==> config.mk <==
export PLATFORM = sky130hd
export DESIGN_NAME = kvts_frac_div
export DESIGN_NICKNAME = d
export VERILOG_FILES = /design/src/rtl/kvts_pkg.sv /design/src/rtl/kvts_frac_div.sv
export SDC_FILE = /design/constraint.sdc
export NUM_CORES = 1
export LEC_CHECK = 0
export ABC_AREA = 1
export BUFFER_PORTS_ARGS = -buffer_cell sky130_fd_sc_hd__buf_2
export CAP_MARGIN = 20
export CORE_ASPECT_RATIO = 0.9
export CORE_UTILIZATION = 50
export CTS_CLUSTER_SIZE = 40
export DETAILED_ROUTE_END_ITERATION = 16
export GPL_ROUTABILITY_DRIVEN = 0
export PLACE_DENSITY = 0.7
export SETUP_SLACK_MARGIN = 0.15
export SLEW_MARGIN = 20
export SYNTH_ARGS = -nofsm -noshare
export SYNTH_HDL_FRONTEND = slang
export SYNTH_SLANG_ARGS = --single-unit
==> constraint.sdc <==
create_clock -name clk -period 3.1 [get_ports clk]
set_input_delay 0.155 -clock clk [delete_from_list [all_inputs] [get_ports clk]]
set_output_delay 0.155 -clock clk [all_outputs]
set_load 0.1 [all_outputs]
==> src/rtl/kvts_pkg.sv <==
// ============================================================================
// kvts_pkg: shared definitions for the keyframe track sampler
// Sizes, the key record type, the sequencer state type and fraction constants.
// ============================================================================
`default_nettype none

package kvts_pkg;

    // Capacity of the key table.
    localparam int MAX_KEYS   = 64;
    localparam int KEY_IDX_W  = (MAX_KEYS > 1) ? $clog2(MAX_KEYS) : 1;
    localparam int KEY_CNT_W  = $clog2(MAX_KEYS + 1);
    localparam int SRCH_W     = KEY_CNT_W + 1;

    // Field widths fixed by the interface.
    localparam int DATA_W     = 32;
    localparam int IDX_FLD_W  = 6;
    localparam int CNT_FLD_W  = 7;

    // Fraction format: Q0.16 held in 17 bits, 1.0 is 65536.
    localparam int FRAC_BITS  = 16;
    localparam int FRAC_W     = FRAC_BITS + 1;
    localparam logic [FRAC_W-1:0] FRAC_ONE  = FRAC_W'(1 << FRAC_BITS);
    localparam logic [FRAC_W-1:0] FRAC_ZERO = '0;
    localparam int DIV_CNT_W  = $clog2(FRAC_BITS);

    // Interpolation arithmetic widths.
    localparam int DIFF_W     = DATA_W + 1;
    localparam int PROD_W     = DIFF_W + FRAC_W + 1;
    localparam int NUM_COMP   = 3;

    typedef struct packed {
        logic        [DATA_W-1:0] time_val;
        logic signed [DATA_W-1:0] x;
        logic signed [DATA_W-1:0] y;
        logic signed [DATA_W-1:0] z;
    } key_t;

    typedef enum logic [3:0] {
        ST_IDLE,
        ST_CHK0,
        ST_CHKL,
        ST_MID,
        ST_CMP1,
        ST_CMP2,
        ST_FETCH0,
        ST_FETCH1,
        ST_SEGEND,
        ST_DIV,
        ST_MUL,
        ST_ACC,
        ST_DONE
    } seq_state_t;

    // Function codes of an input item.
    localparam logic FUNC_LOAD   = 1'b0;
    localparam logic FUNC_SAMPLE = 1'b1;

endpackage

`default_nettype wire

==> src/rtl/kvts_frac_div.sv <==
// ============================================================================
// kvts_frac_div: radix-2 restoring divider for the segment fraction
// Forms floor((dividend << 16) / divisor), one quotient bit per cycle.
// ============================================================================
`default_nettype none

module kvts_frac_div (
    input  wire logic                           clk,
    input  wire logic                           rst_n,
    input  wire logic                           start,
    input  wire logic [kvts_pkg::DATA_W-1:0]    dividend,
    input  wire logic [kvts_pkg::DATA_W-1:0]    divisor,
    output logic                                done,
    output logic [kvts_pkg::FRAC_BITS-1:0]      quotient
);

    // The dividend is always below the divisor, so the remainder fits
    // in the data width and the quotient in the fraction bits.
    logic                                busy_reg, busy_next;
    logic                                done_reg, done_next;
    logic [kvts_pkg::DIV_CNT_W-1:0]      cnt_reg, cnt_next;
    logic [kvts_pkg::DATA_W-1:0]         rem_reg, rem_next;
    logic [kvts_pkg::DATA_W-1:0]         den_reg, den_next;
    logic [kvts_pkg::FRAC_BITS-1:0]      quo_reg, quo_next;
    logic [kvts_pkg::DATA_W:0]           shifted;
    logic [kvts_pkg::DATA_W:0]           trial;

    always_comb
    begin
        shifted   = {rem_reg, 1'b0};
        trial     = shifted - {1'b0, den_reg};
        busy_next = busy_reg;
        done_next = 1'b0;
        cnt_next  = cnt_reg;
        rem_next  = rem_reg;
        den_next  = den_reg;
        quo_next  = quo_reg;
        if (start)
        begin
            busy_next = 1'b1;
            cnt_next  = '0;
            rem_next  = dividend;
            den_next  = divisor;
            quo_next  = '0;
        end
        else if (busy_reg)
        begin
            if (!trial[kvts_pkg::DATA_W])
            begin
                rem_next = trial[kvts_pkg::DATA_W-1:0];
                quo_next = {quo_reg[kvts_pkg::FRAC_BITS-2:0], 1'b1};
            end
            else
            begin
                rem_next = shifted[kvts_pkg::DATA_W-1:0];
                quo_next = {quo_reg[kvts_pkg::FRAC_BITS-2:0], 1'b0};
            end
            cnt_next = cnt_reg + kvts_pkg::DIV_CNT_W'(1);
            if (cnt_reg == kvts_pkg::DIV_CNT_W'(kvts_pkg::FRAC_BITS - 1))
            begin
                busy_next = 1'b0;
                done_next = 1'b1;
            end
        end
    end

    always_ff @(posedge clk or negedge rst_n)
    begin
        if (!rst_n)
        begin
            busy_reg <= 1'b0;
            done_reg <= 1'b0;
            cnt_reg  <= '0;
        end
        else
        begin
            busy_reg <= busy_next;
            done_reg <= done_next;
            cnt_reg  <= cnt_next;
        end
    end

    always_ff @(posedge clk)
    begin
        rem_reg <= rem_next;
        den_reg <= den_next;
        quo_reg <= quo_next;
    end

    assign done     = done_reg;
    assign quotient = quo_reg;

endmodule

`default_nettype wire

==> out/results.tsv <==
stage	metric	value	unit
run_status	status	finished clean	
clock_tree	Post-CTS Hold Buffers	33	
global_route	vias in the first global route	5904	
synthesis	synthesized area	6570	um^2
global_route	GR Util All Layers	26.4	%
layout	most frequent cells in the layout	329 x nand2_1, 195 x inv_1, 83 x buf_2, 74 x nand3_1, 64 x edfxtp_1	
layout	final net count	1146	
synthesis	Netlist cell types	38	
clock_tree	post-cts resize count	0	
synthesis	number of flops mapped to enable cells by yosys	64	
power	static leakage	4.25	nW
critical_path	Critical Path Start	rem_reg[26]$_DFFE_PP_	
synthesis	Most used DFF post-synth	edfxtp_1	
detailed_routing	Routed WL per cell	13.6	um
global_route	largest net degree at the start of global routing	66	
synthesis	async set-reset flop share out of synthesis	6.98	%
run	max_cap viols	0	
critical_path	R2R Path Start	rem_reg[26]$_DFFE_PP_	
global_route	first-pass GRT wire length	27900	um
power	NetSw	3.73	mW
clock_tree	CTS tree	yes	
clock_tree	CTS sink cnt	86	
detailed_routing	drc violations	0	
power	Flop pwr share	22.8	%
detailed_routing	Final ANT Viol Nets	0	
power	VDD IR max	0.000479	V
global_route	initial antenna violation count	0	
critical_path	CP Data Required Time	3.22	ns
clock_tree	htree depth	3	
critical_path	crit-path max FO	15	
layout	most common cell after layout, fill and taps aside	nand2_1	
floorplan	die area	13600	um^2
sta	FMAX	386	MHz
synthesis	Seq/Total Area, Yosys	36.4	%
sta	TNS Setup	0	ns
placed_design	IO Port Bufs	83	
synthesis	YS warnings	0	
floorplan	Top-Level Pins	84	
layout	P&R area growth vs syn	18.5	%
sta	Final WS setup	0.512	ns
detailed_routing	initial drt markers	439	
synthesis	synthesized instance count	929	
clock_tree	worst skew pair latency	0.36	ns
detailed_routing	DRT Wirelength	16500	um
synthesis	#FFs+latches synth	86	
detailed_routing	drt first pass iters	5	
layout	total of fill cells in the finished design	1222	
power	pwr dens	975	nW/um^2
sta	slew margin rel.	50.0	%
critical_path	flop-to-flop setup slack	0.51	ns
placed_design	Detailed Place HPWL	12400	um
floorplan	row count	39	
sta	RSZ-0062 raised after global routing	false	
layout	layout cells sized above 1	15.9	%
detailed_routing	DR vias/cell	4.96	
clock_tree	Root Driver	clkbuf_16	
sta	Tcrit/Tclk final	83.5	%
floorplan	Die Wd	123	um
critical_path	Critical Path AT	2.71	ns
worst_hold_path	worst hold path startpoint	dividend[28]	
power	combinational power share	61.1	%
placed_design	placed insts	1166	
worst_hold_path	Hold Crit Class	in -> reg	
power	Sw Ratio	49.2	%
placed_design	dpl ws	0.530	ns
sta	Final min period	2.59	ns
clock_tree	setup bufs post-CTS	0	
clock_tree	CTS Buf Count	9	
layout	Finished Layout Cells	1215	
sta	final setup fails	0	
sta	Worst-Margin Slew	0.751	ns
critical_path	critical path class	reg -> reg	
clock_tree	clock slew seen by the registers of the worst setup and hold paths	0.07	ns
clock_tree	clock buffer depth	2	
floorplan	Initial Util	51.6	%
critical_path	Crit. End Element	flop	
floorplan	Die Ht	111	um
power	Clk network pwr share	16.0	%
critical_path	crit start category	flop	
power	Internal Power	3.86	mW
synthesis	Synthesized Nets	1029	
sta	Max Transition Viols Final	0	
layout	Ant. Diodes	0	
floorplan	Core Footprint	12700	um^2
sta	Final Hold Fails	0	
detailed_routing	via count	6028	
power	PnR Total Power	7.59	mW
synthesis	Avg Synthesized Cell Area	7.07	um^2
sta	clk_skew	0.0123	ns
global_route	GRT overflow	0	
-- synth_stat cells (4+ instances only) --
cell type	n	area, um^2
nand2_2	16	100
dfrtp_1	6	150
nand2_4	16	180
o21ai_0	6	30.0
dfxtp_1	16	320
inv_2	8	30.0
nand4_1	8	50.1
buf_2	4	20.0
nand2_1	330	1240
a21oi_1	22	110
clkbuf_1	7	26.3
nor3_1	8	40.0
nand3_1	74	370
nand3b_1	11	82.6
nand3_2	12	120
o21bai_1	5	37.5
inv_1	195	732
nor2_1	40	150
o22ai_1	15	93.8
edfxtp_1	64	1920
and2_1	4	25.0
xnor2_1	9	78.8
ha_1	32	400
-- final timing paths --
| kind | cells past startpoint | to |
|---|---|---|
| max | 12 | rem_reg[5]$_DFFE_PP_ |
| min | 3 | rem_reg[28]$_DFFE_PP_ |
| max reg2reg | 12 | rem_reg[5]$_DFFE_PP_ |
| min reg2reg | 1 | cnt_reg[3]$_DFFE_PN0P_ |
| max in group asynchronous | 2 | cnt_reg[2]$_DFFE_PN0P_ |
| min in group asynchronous | 2 | cnt_reg[1]$_DFFE_PN0P_ |
-- critical path: stages, from the launching register on --
cell and delay, ns:
edfxtp_1 0.44, ha_1 0.42, nand2_2 0.12, nor2_1 0.16, nand2_1 0.12, nor2_2 0.17, nand2_4 0.10, nand2_4 0.10
nand2_2 0.20, nand2_4 0.30, nand2_1 0.09, nand3_1 0.08, nand2_1 0.06
-- power by group through the flow --
stage                     Sequential [mW]  Combinational, mW  Clock (mW)
after floorplan                      1.81               3.59           0
after global placement               1.75               4.49           0
after detailed placement             1.76               4.53           0
after CTS                            1.73               4.59        1.23
after global routing                 1.77               5.24        1.29
final                                1.73               4.64        1.22
-- per-layer routing --
metal	track usage, %	part of all wire [%]	vias to the layer above	routed length (um)
met5	0	0	-	0
met4	10.1	2.7	0	442
met3	6.07	8.0	37	1320
met2	38.8	41	199	6780
met1	37.3	48	2681	7950
li1	-	-	3111	-
-- kinds of logic (layout without fill, tap and decap cells) --
group,count (synthesis),after routing,share of synthesized area (%)
XOR/XNOR,9,9,1.20
flip-flops,86,86,36.4
AND/OR/NAND/NOR,528,528,37.6
adder cells (fa/ha/maj),33,33,6.40
buffers and inverters,220,342,13.3
AO/OA/AOI/OAI,53,53,5.07
-- metrics by stage --
| stage | area (um^2) | utilization, % | hold WS (ns) |
|---|---|---|---|
| after CTS | 7780 | 61.1 | 0.0572 |
| after floorplan | 6570 | - | -0.141 |
| final | 7780 | 61.1 | 0.0636 |
| after global placement | 7130 | 55.9 | -0.0139 |
| after global routing | 7780 | 61.1 | 0.0649 |
| after detailed placement | 7130 | 55.9 | -0.0158 |
-- final cells by class --
type | instances | area (um^2) | share of cell area (%)
Multi-Input combinational cell | 623 | 3300 | 42.4
Inverter | 204 | 766 | 9.84
Clock inverter | 7 | 103 | 1.32
Timing Repair Buffer | 122 | 791 | 10.2
Tap cell | 164 | 205 | 2.64
Sequential cell | 86 | 2390 | 30.7
Clock buffer | 9 | 225 | 2.89
No activity file was read; power rests on OpenSTA's default activity.
